$ cat config.mk
export PLATFORM = sky130hd
export DESIGN_NAME = fifo_evict_key_value_cache
export DESIGN_NICKNAME = d
export VERILOG_FILES = /design/src/rtl/fekv_pkg.sv /design/src/rtl/fekv_cell.sv /design/src/rtl/fekv_ctrl.sv /design/src/rtl/fifo_evict_key_value_cache.sv
export VERILOG_INCLUDE_DIRS = /design/src /design/src/rtl
export SDC_FILE = /design/constraint.sdc
export NUM_CORES = 2
export LEC_CHECK = 0
export ABC_AREA = 0
export BUFFER_PORTS_ARGS = -buffer_cell sky130_fd_sc_hd__buf_2
export CELL_PAD_IN_SITES_DETAIL_PLACEMENT = 1
export CELL_PAD_IN_SITES_GLOBAL_PLACEMENT = 1
export CORE_ASPECT_RATIO = 1.1
export CORE_MARGIN = 5
export CORE_UTILIZATION = 48
export CTS_CLUSTER_DIAMETER = 50
export DETAILED_ROUTE_END_ITERATION = 10
export PLACE_DENSITY_LB_ADDON = 0.15
export SYNTH_ARGS = -nofsm -noshare
export SYNTH_HDL_FRONTEND = slang
export SYNTH_SLANG_ARGS = --single-unit
$ cat constraint.sdc
create_clock -name aclk -period 8.6 [get_ports aclk]
set_input_delay 0.86 -clock aclk [delete_from_list [all_inputs] [get_ports aclk]]
set_output_delay 0.86 -clock aclk [all_outputs]
set_load 0.03 [all_outputs]
$ cat src/rtl/fifo_evict_key_value_cache_assert.svh
// Assertion macros used by the cache RTL.
// Included by modules that carry concurrent assertions; needs no package.
`ifndef FIFO_EVICT_KEY_VALUE_CACHE_ASSERT_SVH
`define FIFO_EVICT_KEY_VALUE_CACHE_ASSERT_SVH

// Property checked on every rising clock edge outside of reset.
`define FEKV_ASSERT(name, clk, rstn, prop, msg) \
    name: assert property (@(posedge clk) disable iff (!rstn) (prop)) else $error(msg);

// Property checked on every rising clock edge, reset included.
`define FEKV_ASSERT_ALWAYS(name, clk, prop, msg) \
    name: assert property (@(posedge clk) (prop)) else $error(msg);

`endif

$ cat src/rtl/fekv_pkg.sv
// Package for the FIFO-replacement key/value cache.
// Holds operation codes, default sizes, register constants and the per-cell command type.
`timescale 1ns / 1ps

package fekv_pkg;

    // Request operation codes; the unused code behaves as a lookup.
    localparam logic [1:0] FUNC_LOOKUP = 2'd0;
    localparam logic [1:0] FUNC_INSERT = 2'd1;
    localparam logic [1:0] FUNC_ERASE  = 2'd2;

    // Default sizes of the store.
    localparam int ENTRIES_DEFAULT     = 16;
    localparam int KEY_WIDTH_DEFAULT   = 32;
    localparam int VALUE_WIDTH_DEFAULT = 32;

    // Capacity register.
    localparam int              CAP_WIDTH    = 5;
    localparam logic [CAP_WIDTH-1:0] CAP_RESET = 5'd16;
    localparam logic            REG_CAPACITY = 1'b0;

    // Command to one cell for the current cycle.
    typedef struct packed {
        logic take_new;   // load the request key and value
        logic take_up;    // copy the contents of the next younger cell
    } cell_op_t;

endpackage

$ cat src/rtl/fekv_cell.sv
// One entry of the cache, kept in insertion order along the chain.
// Depends on fekv_pkg for the cell command type.
`timescale 1ns / 1ps

module fekv_cell #(
    parameter int KEY_WIDTH   = 32,
    parameter int VALUE_WIDTH = 32
) (
    input  logic                   aclk,
    input  logic                   aresetn,
    input  fekv_pkg::cell_op_t     op,
    input  logic [KEY_WIDTH-1:0]   probe_key,
    input  logic [VALUE_WIDTH-1:0] new_value,
    input  logic                   up_valid,
    input  logic [KEY_WIDTH-1:0]   up_key,
    input  logic [VALUE_WIDTH-1:0] up_value,
    output logic                   valid,
    output logic [KEY_WIDTH-1:0]   key,
    output logic [VALUE_WIDTH-1:0] value,
    output logic                   match
);
    import fekv_pkg::*;

    logic                   valid_reg;
    logic [KEY_WIDTH-1:0]   key_reg;
    logic [VALUE_WIDTH-1:0] value_reg;

    // Valid bit: set on a load, follows the younger neighbor on a shift.
    always_ff @(posedge aclk) begin
        if (!aresetn) begin
            valid_reg <= 1'b0;
        end else if (op.take_new) begin
            valid_reg <= 1'b1;
        end else if (op.take_up) begin
            valid_reg <= up_valid;
        end
    end

    // Key and value storage; no reset is needed since valid gates them.
    always_ff @(posedge aclk) begin
        if (op.take_new) begin
            key_reg   <= probe_key;
            value_reg <= new_value;
        end else if (op.take_up) begin
            key_reg   <= up_key;
            value_reg <= up_value;
        end
    end

    // Local key compare for the associative search.
    assign match = valid_reg && (key_reg == probe_key);
    assign valid = valid_reg;
    assign key   = key_reg;
    assign value = value_reg;

endmodule

$ cat src/rtl/fekv_ctrl.sv
// Request sequencer and result register of the cache.
// Depends on fekv_pkg and the assertion macro header; drives the cell chain.
`timescale 1ns / 1ps
`include "fifo_evict_key_value_cache_assert.svh"

module fekv_ctrl #(
    parameter int ENTRIES     = 16,
    parameter int KEY_WIDTH   = 32,
    parameter int VALUE_WIDTH = 32
) (
    input  logic                                 aclk,
    input  logic                                 aresetn,
    input  logic                                 s_valid,
    output logic                                 s_ready,
    input  logic [1:0]                           s_func,
    input  logic signed [KEY_WIDTH-1:0]          s_key,
    input  logic [VALUE_WIDTH-1:0]               s_value_in,
    output logic                                 m_valid,
    input  logic                                 m_ready,
    output logic                                 m_found,
    output logic [VALUE_WIDTH-1:0]               m_value_out,
    output logic                                 m_inserted,
    output logic                                 m_evicted,
    output logic signed [KEY_WIDTH-1:0]          m_evicted_key,
    output logic [$clog2(ENTRIES+1)-1:0]         m_occupancy,
    input  logic [fekv_pkg::CAP_WIDTH-1:0]       capacity_limit,
    input  logic [ENTRIES-1:0]                   cell_valid,
    input  logic [ENTRIES-1:0]                   cell_match,
    input  logic [KEY_WIDTH-1:0]                 cell_key [ENTRIES],
    input  logic [VALUE_WIDTH-1:0]               cell_value [ENTRIES],
    output logic [KEY_WIDTH-1:0]                 req_key,
    output logic [VALUE_WIDTH-1:0]               req_value,
    output fekv_pkg::cell_op_t                   cell_op [ENTRIES]
);
    import fekv_pkg::*;

    localparam int CountWidth = $clog2(ENTRIES + 1);
    localparam int CmpWidth   = (CountWidth > CAP_WIDTH) ? CountWidth : CAP_WIDTH;

    typedef enum logic {
        ST_IDLE,
        ST_EXEC
    } state_t;

    state_t                  state_reg;
    logic [1:0]              func_reg;
    logic [KEY_WIDTH-1:0]    key_reg;
    logic [VALUE_WIDTH-1:0]  value_reg;
    logic [CountWidth-1:0]   count_reg;
    logic [CountWidth-1:0]   count_next;
    logic                    m_valid_reg;
    logic                    found_reg;
    logic [VALUE_WIDTH-1:0]  value_out_reg;
    logic                    inserted_reg;
    logic                    evicted_reg;
    logic [KEY_WIDTH-1:0]    evicted_key_reg;
    logic [CountWidth-1:0]   occupancy_reg;

    logic                    hit;
    logic [VALUE_WIDTH-1:0]  hit_value;
    logic [CountWidth-1:0]   hit_pos;
    logic [CmpWidth-1:0]     cap_ext;
    logic [CmpWidth-1:0]     cap_eff;
    logic                    is_insert;
    logic                    is_erase;
    logic                    do_evict;
    logic                    shift_en;
    logic [CountWidth-1:0]   shift_from;
    logic [CountWidth-1:0]   load_pos;

    // Gather the single matching cell: keys are unique among valid cells.
    always_comb begin
        hit       = |cell_match;
        hit_value = '0;
        hit_pos   = '0;
        for (int i = 0; i < ENTRIES; i++) begin
            if (cell_match[i]) begin
                hit_value = hit_value | cell_value[i];
                hit_pos   = hit_pos | CountWidth'(i);
            end
        end
    end

    // Clamp the capacity register into the range 1 to ENTRIES.
    always_comb begin
        cap_ext = CmpWidth'(capacity_limit);
        if (cap_ext == '0) begin
            cap_eff = CmpWidth'(1);
        end else if (cap_ext > CmpWidth'(ENTRIES)) begin
            cap_eff = CmpWidth'(ENTRIES);
        end else begin
            cap_eff = cap_ext;
        end
    end

    // Decide the table update. Cell 0 holds the oldest entry, so eviction
    // and erase both shift the younger cells one step toward cell 0.
    always_comb begin
        is_insert  = (state_reg == ST_EXEC) && (func_reg == FUNC_INSERT) && !hit;
        is_erase   = (state_reg == ST_EXEC) && (func_reg == FUNC_ERASE) && hit;
        do_evict   = is_insert && (CmpWidth'(count_reg) >= cap_eff);
        shift_en   = do_evict || is_erase;
        shift_from = is_erase ? hit_pos : '0;
        load_pos   = do_evict ? (count_reg - CountWidth'(1)) : count_reg;
        count_next = count_reg;
        if (is_insert && !do_evict) begin
            count_next = count_reg + CountWidth'(1);
        end else if (is_erase) begin
            count_next = count_reg - CountWidth'(1);
        end
    end

    // Per-cell commands; a load takes priority over a shift into that cell.
    always_comb begin
        for (int i = 0; i < ENTRIES; i++) begin
            cell_op[i].take_new = is_insert && (CountWidth'(i) == load_pos);
            cell_op[i].take_up  = shift_en && (CountWidth'(i) >= shift_from) &&
                                  !cell_op[i].take_new;
        end
    end

    // A new transaction is taken in the idle state once the result register is free.
    assign s_ready = (state_reg == ST_IDLE) && (!m_valid_reg || m_ready);

    // Sequencer state, occupancy count and the result register.
    always_ff @(posedge aclk) begin
        if (!aresetn) begin
            state_reg   <= ST_IDLE;
            m_valid_reg <= 1'b0;
            count_reg   <= '0;
        end else begin
            case (state_reg)
                ST_IDLE: begin
                    if (m_valid_reg && m_ready) begin
                        m_valid_reg <= 1'b0;
                    end
                    if (s_valid && s_ready) begin
                        func_reg  <= s_func;
                        key_reg   <= s_key;
                        value_reg <= s_value_in;
                        state_reg <= ST_EXEC;
                    end
                end
                ST_EXEC: begin
                    m_valid_reg     <= 1'b1;
                    found_reg       <= hit;
                    value_out_reg   <= hit_value;
                    inserted_reg    <= is_insert;
                    evicted_reg     <= do_evict;
                    evicted_key_reg <= do_evict ? cell_key[0] : '0;
                    occupancy_reg   <= count_next;
                    count_reg       <= count_next;
                    state_reg       <= ST_IDLE;
                end
                default: begin
                    state_reg <= ST_IDLE;
                end
            endcase
        end
    end

    assign req_key       = key_reg;
    assign req_value     = value_reg;
    assign m_valid       = m_valid_reg;
    assign m_found       = found_reg;
    assign m_value_out   = value_out_reg;
    assign m_inserted    = inserted_reg;
    assign m_evicted     = evicted_reg;
    assign m_evicted_key = evicted_key_reg;
    assign m_occupancy   = occupancy_reg;

    // The valid cells always form a prefix; this checks that their number equals the count.
    `FEKV_ASSERT(a_count_matches_cells, aclk, aresetn, $countones(cell_valid) == count_reg, "cell valid bits disagree with occupancy count")
    // At most one cell may hold the requested key.
    `FEKV_ASSERT(a_single_match, aclk, aresetn, (state_reg == ST_EXEC) |-> $onehot0(cell_match), "more than one cell matched the key")
    // Every executed request leaves a result in the output register.
    `FEKV_ASSERT(a_exec_gives_result, aclk, aresetn, (state_reg == ST_EXEC) |=> m_valid_reg, "executed request produced no result")
    // The count never exceeds the number of cells.
    `FEKV_ASSERT(a_count_bound, aclk, aresetn, count_reg <= CountWidth'(ENTRIES), "occupancy count above number of entries")

endmodule

$ cat src/rtl/fifo_evict_key_value_cache.sv
// Top level of the fully associative key/value cache with FIFO replacement.
// Depends on fekv_pkg, fekv_ctrl and fekv_cell; holds the capacity register.
//
//   Channel   Prefix  Direction  Carries
//   request   s_      in         func, key, value_in
//   result    m_      out        found, value_out, inserted, evicted,
//                                evicted_key, occupancy
//   config    p       in/out     capacity_limit at byte address 0
//
// A request is registered by the accepting edge, and in the next cycle every
// cell compares its key, the hit is gathered and the chain updates.
// The next request is accepted only in the idle state, once the result register
// is empty or being taken, so no request is taken while one executes.
// Reset clears the valid bits and the count.
// A stalled result holds the request channel off until it is taken.
`timescale 1ns / 1ps

module fifo_evict_key_value_cache #(
    parameter int ENTRIES     = fekv_pkg::ENTRIES_DEFAULT,
    parameter int KEY_WIDTH   = fekv_pkg::KEY_WIDTH_DEFAULT,
    parameter int VALUE_WIDTH = fekv_pkg::VALUE_WIDTH_DEFAULT
) (
    input  logic                          aclk,
    input  logic                          aresetn,
    input  logic                          s_valid,
    output logic                          s_ready,
    input  logic [1:0]                    s_func,
    input  logic signed [KEY_WIDTH-1:0]   s_key,
    input  logic [VALUE_WIDTH-1:0]        s_value_in,
    output logic                          m_valid,
    input  logic                          m_ready,
    output logic                          m_found,
    output logic [VALUE_WIDTH-1:0]        m_value_out,
    output logic                          m_inserted,
    output logic                          m_evicted,
    output logic signed [KEY_WIDTH-1:0]   m_evicted_key,
    output logic [$clog2(ENTRIES+1)-1:0]  m_occupancy,
    input  logic                          psel,
    input  logic                          penable,
    input  logic                          pwrite,
    input  logic [2:0]                    paddr,
    input  logic [31:0]                   pwdata,
    output logic [31:0]                   prdata,
    output logic                          pready
);
    import fekv_pkg::*;

    logic [CAP_WIDTH-1:0]   capacity_reg;
    logic [ENTRIES-1:0]     cell_valid;
    logic [ENTRIES-1:0]     cell_match;
    logic [KEY_WIDTH-1:0]   cell_key [ENTRIES];
    logic [VALUE_WIDTH-1:0] cell_value [ENTRIES];
    logic [KEY_WIDTH-1:0]   req_key;
    logic [VALUE_WIDTH-1:0] req_value;
    cell_op_t               cell_op [ENTRIES];

    // Configuration port: writes complete in the access phase.
    assign pready = 1'b1;

    always_ff @(posedge aclk) begin
        if (!aresetn) begin
            capacity_reg <= CAP_RESET;
        end else if (psel && penable && pwrite && pready && (paddr[2] == REG_CAPACITY)) begin
            capacity_reg <= pwdata[CAP_WIDTH-1:0];
        end
    end

    assign prdata = (paddr[2] == REG_CAPACITY) ? {{(32 - CAP_WIDTH){1'b0}}, capacity_reg}
                                              : 32'd0;

    // Request sequencing and result register.
    fekv_ctrl #(
        .ENTRIES     (ENTRIES),
        .KEY_WIDTH   (KEY_WIDTH),
        .VALUE_WIDTH (VALUE_WIDTH)
    ) u_ctrl (
        .aclk           (aclk),
        .aresetn        (aresetn),
        .s_valid        (s_valid),
        .s_ready        (s_ready),
        .s_func         (s_func),
        .s_key          (s_key),
        .s_value_in     (s_value_in),
        .m_valid        (m_valid),
        .m_ready        (m_ready),
        .m_found        (m_found),
        .m_value_out    (m_value_out),
        .m_inserted     (m_inserted),
        .m_evicted      (m_evicted),
        .m_evicted_key  (m_evicted_key),
        .m_occupancy    (m_occupancy),
        .capacity_limit (capacity_reg),
        .cell_valid     (cell_valid),
        .cell_match     (cell_match),
        .cell_key       (cell_key),
        .cell_value     (cell_value),
        .req_key        (req_key),
        .req_value      (req_value),
        .cell_op        (cell_op)
    );

    // Chain of entry cells, oldest in cell 0; each takes from its upper
    // neighbor on a shift, and the last one takes an empty slot.
    for (genvar g = 0; g < ENTRIES; g++) begin : g_cell
        logic                   up_valid;
        logic [KEY_WIDTH-1:0]   up_key;
        logic [VALUE_WIDTH-1:0] up_value;

        if (g == ENTRIES - 1) begin : g_last
            assign up_valid = 1'b0;
            assign up_key   = '0;
            assign up_value = '0;
        end else begin : g_mid
            assign up_valid = cell_valid[g + 1];
            assign up_key   = cell_key[g + 1];
            assign up_value = cell_value[g + 1];
        end

        fekv_cell #(
            .KEY_WIDTH   (KEY_WIDTH),
            .VALUE_WIDTH (VALUE_WIDTH)
        ) u_cell (
            .aclk      (aclk),
            .aresetn   (aresetn),
            .op        (cell_op[g]),
            .probe_key (req_key),
            .new_value (req_value),
            .up_valid  (up_valid),
            .up_key    (up_key),
            .up_value  (up_value),
            .valid     (cell_valid[g]),
            .key       (cell_key[g]),
            .value     (cell_value[g]),
            .match     (cell_match[g])
        );
    end

endmodule

## Word-level counts from Yosys, hierarchy flattened

Index checks and enable logic that the tools add are counted.

- Output and inout port bits: 107
- Bits of input ports: 108
- Word-level logic and storage cells: 387
- Register bits: 1190

- Bitwise operators: 17
- Order comparisons: 18
- Add/sub/neg operators: 2
- Muxes and demuxes: 137
- Equal/unequal tests: 34
- Reduce and logical (&&, ||, !) cells: 118

Operator list:

| operator | number |
|---|---|
| 32-bit 2-to-1 mux | 79 |
| 32-bit == test | 16 |
| 32-bit bitwise OR | 15 |
| 1-bit logical AND | 76 |
| 4-bit by 5-bit == test with 1-bit output, first input constant | 8 |
| 4-bit by 5-bit greater-or-equal comparator with 1-bit output, first input constant | 8 |
| 1-bit 2-to-1 mux | 35 |
| 5-bit 2-to-1 mux | 7 |
| 4-bit 2-to-1 mux | 8 |
| 2-bit nonzero test | 16 |
| 3-bit by 5-bit == test with 1-bit output, first input constant | 4 |
| 3-bit by 5-bit greater-or-equal comparator with 1-bit output, first input constant | 4 |
| 1-bit zero test | 19 |
| 16-bit OR reduction | 1 |
| 3-bit 2-to-1 mux | 4 |
| 2-bit by 5-bit == test with 1-bit output, first input constant | 2 |
| 1-bit by 5-bit greater-or-equal comparator with 1-bit output, first input constant | 2 |
| 2-bit by 5-bit greater-or-equal comparator with 1-bit output, first input constant | 2 |
| 5-bit zero test | 2 |
| 5-bit by 1-bit adder with 5-bit output, second input constant | 1 |
| 1-bit by 5-bit == test with 1-bit output, first input constant | 1 |
| 5-bit greater-or-equal comparator | 1 |
| 5-bit > comparator, second input constant | 1 |
| 5-bit by 1-bit subtractor with 5-bit output, second input constant | 1 |
| other kinds (9) | 13 |

## Logic depth before layout (Yosys ltp)

- Depth in word-level cells: 33
- Mapped depth: 17
- Mapped depth without buffers: 15

## Hierarchy

From an unflattened synthesis, not the netlist that was laid out.

- Cell total of the unflattened synthesis: 3693
- Area, all modules: 58244.6 sq um

By module, submodules not included:

| module | area each (sq um) | cells each | times used |
|---|---|---|---|
| fekv_cell | 3088.0 | 183 | 16 |
| fekv_ctrl | 8358.0 | 707 | 1 |
| fifo_evict_key_value_cache | 479.2 | 58 | 1 |

## Worst setup path after synthesis

OpenSTA, ideal clock, no wires.

- Path kind: register -> register
- Start: register u_ctrl.key_reg[12] (netlist: u_ctrl.req_key[12])
- End: register g_cell[2].u_cell.key_reg[0], enable pin
- Stages on the path, launching flop included: 13
- Arrival: 7230 ps
- Period minus slack after synthesis: 7810 ps
- Required time: 8019 ps
- Setup slack: 790 ps
- Buffers on the path: 3
- Path through: edfxtp_1 > buf_4 > buf_6 > buf_6 > xor2_1 > nor4_1 > nand4_1 > nor3_4 > nor4_4 > and4_4 > nor2_1 > a21oi_2 > o31ai_1

- Cells in the longest elaborated chain, start to end: 22
- Elaborated cells on any way between the ends: 62

RTL lines:

| element | line | source |
|---|---|---|
| start: declaration | fekv_ctrl.sv:47 | `logic [KEY_WIDTH-1:0] key_reg;` |
| start signal: assignment | fekv_ctrl.sv:139 | `key_reg <= s_key;` |
| 32-bit == test | fekv_cell.sv:51 | `assign match = valid_reg && (key_reg == probe_key);` |
| 1-bit logical AND | fekv_cell.sv:51 |  |
| 1-bit 2-to-1 mux | fekv_ctrl.sv:77 | `if (cell_match[i]) begin` |
| 2-bit 2-to-1 mux (2 in series) | fekv_ctrl.sv:77 |  |
| 3-bit 2-to-1 mux (4 in series) | fekv_ctrl.sv:77 |  |
| 4-bit 2-to-1 mux (8 in series) | fekv_ctrl.sv:77 |  |
| 5-bit 2-to-1 mux | fekv_ctrl.sv:103 | `shift_from = is_erase ? hit_pos : '0;` |
| 2-bit by 5-bit greater-or-equal comparator with 1-bit output | fekv_ctrl.sv:117 | `cell_op[i].take_up = shift_en && (CountWidth'(i) >= shift_from) &&` |
| 1-bit logical AND (2 in series) | fekv_ctrl.sv:117 |  |
| 2-bit nonzero test (no line) * | -- |  |
| end signal: assignment | fekv_cell.sv:42 | `key_reg <= probe_key;` |
| end signal: assignment | fekv_cell.sv:45 | `key_reg <= up_key;` |
| end: declaration | fekv_cell.sv:25 | `logic [KEY_WIDTH-1:0] key_reg;` |

Mark *: on every way between the ends. The rest lies on a longest branch, timed or not.
A chain may end at the register's enable or synchronous reset.

## Worst setup path in the final report

- Start: register u_ctrl.key_reg[18] (netlist: u_ctrl.req_key[18])
- End: register g_cell[11].u_cell.value_reg[27], enable pin

- Cells in the longest elaborated chain, start to end: 22
- Elaborated cells on any way between the ends: 62

RTL lines:

| element | line | source |
|---|---|---|
| 32-bit == test | fekv_cell.sv:51 |  |
| 1-bit logical AND | fekv_cell.sv:51 |  |
| 1-bit 2-to-1 mux | fekv_ctrl.sv:77 |  |
| 2-bit 2-to-1 mux (2 in series) | fekv_ctrl.sv:77 |  |
| 3-bit 2-to-1 mux (4 in series) | fekv_ctrl.sv:77 |  |
| 4-bit 2-to-1 mux (8 in series) | fekv_ctrl.sv:77 |  |
| 5-bit 2-to-1 mux | fekv_ctrl.sv:103 |  |
| 4-bit by 5-bit greater-or-equal comparator with 1-bit output | fekv_ctrl.sv:117 |  |
| 1-bit logical AND (2 in series) | fekv_ctrl.sv:117 |  |
| 2-bit nonzero test (no line) * | -- |  |
| end signal: assignment | fekv_cell.sv:43 | `value_reg <= new_value;` |
| end signal: assignment | fekv_cell.sv:46 | `value_reg <= up_value;` |
| end: declaration | fekv_cell.sv:26 | `logic [VALUE_WIDTH-1:0] value_reg;` |

Marks and branches as above.

==> reports/results.env <==
INITIAL_CORE_UTIL=0.4817
MAXCAPVIOLATIONS=0
HOLD_VIOL_FINAL=0
DRT_PRE_ANTENNA_ITERS=5
FINALHOLDWORSTSLACK_PS=264.0
YOSYSSEQAREASHARE=0.5985
NUMCLOCKSINKS=1190
PRE_CTS_WS_PS=2406
TRITONCTS='done'
TIMING.SETUP.TNS_PS=0
ROUTE.DETAILED.DRC=0
WL_PER_CELL_UM=31.11
VDD_IR_DROP_MAX_mV=0.2001
CRITICAL_PATH.SLOWEST_CELL='sky130_fd_sc_hd__nand2_4'
CRITICAL_PATH.CELL_CHAIN='buf_4 > xor2_1 > nor4_1 > nand4_1 > nor3_4 > or4_4 > nor2_4 > nand3_4 > o211ai_4 > nand2_4 > nand2_4 > buf_4'
CTS_INSERTED_BUFFERS=144
DESIGN.CORE.AREA_UM2=123000
CLKLATENCYLATEPIN_PS=770
CTS-ROOT-TO-SINK-BUFFERS=3
POWER_DENSITY_nW_PER_UM2=197.0
POSTCTSHOLDBUFS=0
SYNTH_TOP_CELLS_BY_COUNT='sky130_fd_sc_hd__edfxtp_1, sky130_fd_sc_hd__mux2_2, sky130_fd_sc_hd__xor2_1, sky130_fd_sc_hd__mux2_1, sky130_fd_sc_hd__clkbuf_1'
MULTI_INPUT_AREA_UM2=21750
NUMBER_OF_GLOBAL_ROUTE_VIAS_BEFORE_REPAIR=36470
R2R-START='u_ctrl.req_key[18]$_DFFE_PP_'
DRT-INITIAL-DRC-COUNT=3249
CLOCK_SKEW_PS=27.57
DIE_WIDTH_UM=345.0
YOSYS_REGISTER_BITS=1190
NUMPORTBUFFERS=157
SYNTH-MAIN-FF-CELL='sky130_fd_sc_hd__edfxtp_1'
FINALWORSTPATHREQUIREDPERIOD_PS=6245
TOTAL_POWER_mW=12.96
DIE-HEIGHT_UM=378.4
LAYOUT-AREA-OVERHEAD-VS-SYNTH_PCT=11.03
PIN_COUNT=215
FILLER_CELL_COUNT=11660
FINALNETCOUNT=4045
YOSYS.CELL_COUNT.TOP_TYPE='sky130_fd_sc_hd__edfxtp_1'
FFS_W_ASYNC_S_R_SYNTH=0
WORSTSETUPSTARTPOINTTYPE='flip-flop'
CP_SLOWEST_STAGE_DELAY_PS=960
CRITICAL_PATH.STARTPOINT='u_ctrl.req_key[18]$_DFFE_PP_'
GR-TOTAL-OVERFLOW=0
SYNTH_EDF_COUNT=1162
CP_DATA_ARRIVAL_TIME_PS=6700
POST_DRT_VIA_CELL_RATIO=6.134
FINISH.INSTANCE_AREA_UM2=65770
TOTALWIRELENGTH_MM=177.2
ANTENNA_FOUND_INITIAL=4
GRT_START_MAX_NET_PINS=65
CLOCKROOTBUFFER='sky130_fd_sc_hd__clkbuf_16'
CP_DATA_REQUIRED_TIME_PS=9050
CP_MAX_FO=57
SYN-MEAN-INSTANCE-AREA_UM2=15.28
OUTCOME='complete, no violations'
YS.WARNINGS.COUNT=0
DETAIL-ROUTE-ANTENNA-NETS=0
YOSYS.AREA.TOP_TYPE_SHARE=0.5891
SYNTH.CELL_AREA_UM2=59240
GROUTE.USAGE.OVERALL=0.2688
TIMING_LIMITED_MAXIMUM_FREQUENCY_MHz=160.1
FLOORPLAN.ROWS=135
YOSYSUNIQUECELLTYPES=75
PLACED_CELL_AREA_UM2=60920
TIMING.SLEW.HEADROOM=0.2616
DESIGN.DIE.AREA_UM2=130500
DR_TOTAL_VIAS=34950
POST_CTS.REPAIR.SETUP_BUFFERS=0
NETLIST_INSTANCES=3878
DRIVE_ABOVE_1_SHARE=0.3236
GRT_SETUP_UNREPAIRED='false'
SLEW_VIOL_FINAL=0
WIRE_LENGTH_OF_THE_FIRST_GLOBAL_ROUTING_PASS_MM=255.7
SYNTH_TOP_AREA_CELL='sky130_fd_sc_hd__edfxtp_1'
FINALWEIGHTEDCONGESTION=0.8325
WORSTSETUPENDPOINTTYPE='flip-flop'
LAYOUT_SETUP_WS_PS=2355
CTS.CLK_SLEW.WORST_PATHS_PS=60
HOLD_PATH_STARTPOINT='s_value_in[14]'
TIMING.FINAL.SETUP_VIOLATIONS=0
REGAREA_UM2=35450
POST-DP-HPWL_MM=108.0
P_LEAK_nW=22.54
MAX_SLEW.WORST_PIN.SLEW_PS=1108
CTS_RESIZED=0
WORSTSETUPPATHTYPE='flip-flop to flip-flop'
SYNTHTOPCELLSBYAREA='sky130_fd_sc_hd__edfxtp_1, sky130_fd_sc_hd__mux2_2, sky130_fd_sc_hd__xor2_1, sky130_fd_sc_hd__mux2_1, sky130_fd_sc_hd__a22o_1'
WORST_HOLD_PATH_TYPE='input pin to flip-flop'
CTS_HTREE_LEVELS=4
FINALCRITPERIODSHARE=0.7261
cell type report:
| class | count | area share |
|---|---|---|
| Antenna cell | 3 | 0.0001141 |
| Clock buffer | 191 | 0.06118 |
| Clock inverter | 76 | 0.01250 |
| Inverter | 19 | 0.001084 |
| Multi-Input combinational cell | 2319 | 0.3306 |
| Sequential cell | 1190 | 0.5390 |
| Tap cell | 1644 | 0.03127 |
| Timing Repair Buffer | 256 | 0.02420 |
cells by family after synthesis:
family | share of synthesized area
other cells | 0.0001268
fa+ha+maj | 0.001478
simple gates | 0.04932
flops | 0.5985
buf+inv | 0.04062
mux | 0.1874
xor+xnor | 0.07496
compound gates | 0.04757
layer usage:
metal | vias up | part of all wire | global-route usage
li1 | 15090 | - | -
met4 | 2 | 0.033 | 0.08920
met2 | 1389 | 0.49 | 0.4572
met5 | - | 0.000039 | 0
met3 | 309 | 0.072 | 0.04846
met1 | 18170 | 0.40 | 0.3489
path summary, 6_finish.rpt:
check	slack [ps]	endpoint	cells after the start
min reg2reg	550	capacity_reg[0]$_SDFFE_PN0P_	2
max	2360	g_cell[11].u_cell.value[27]$_DFFE_PP_	12
min	260	u_ctrl.req_value[14]$_DFFE_PP_	1
max reg2reg	2360	g_cell[11].u_cell.value[27]$_DFFE_PP_	12
report_power, final:
part,total [mW],internal [mW],switching (mW)
sequential,6.37,6.32,0.0465
clock,6.26,3.78,2.48
combinational,0.327,0.0958,0.231
total,13.0,10.2,2.76
cell usage in the layout, fill, tap and decap left out, types with 40 or more instances in the layout:
cell type,instances
sky130_fd_sc_hd__nand4_1,69
sky130_fd_sc_hd__nand3_1,40
sky130_fd_sc_hd__buf_2,157
sky130_fd_sc_hd__and3_1,104
sky130_fd_sc_hd__xnor2_1,94
sky130_fd_sc_hd__edfxtp_1,1162
sky130_fd_sc_hd__mux2_4,54
sky130_fd_sc_hd__mux2_2,726
sky130_fd_sc_hd__buf_4,94
sky130_fd_sc_hd__nor4_1,104
sky130_fd_sc_hd__a22o_1,129
sky130_fd_sc_hd__xor2_1,413
sky130_fd_sc_hd__a221oi_1,128
sky130_fd_sc_hd__clkbuf_16,155
sky130_fd_sc_hd__mux2_1,182
worst max-delay path: cells and delay by family (launching register included):
kind	cells	cell delay [ps]
compound gates	1	600
xor+xnor	1	310
buf+inv	2	740
flops	1	850
simple gates	8	3320
through the flow:
stage / utilization / instances
6_report: 0.5349 / 5698
5_1_grt: 0.5348 / 5695
4_1_cts: 0.5348 / 5695
3_5_place_dp: 0.4954 / 5428
3_3_place_gp: 0.4954 / 5428
2_1_floorplan: - / 3904
(Power assumes the default switching activity.)
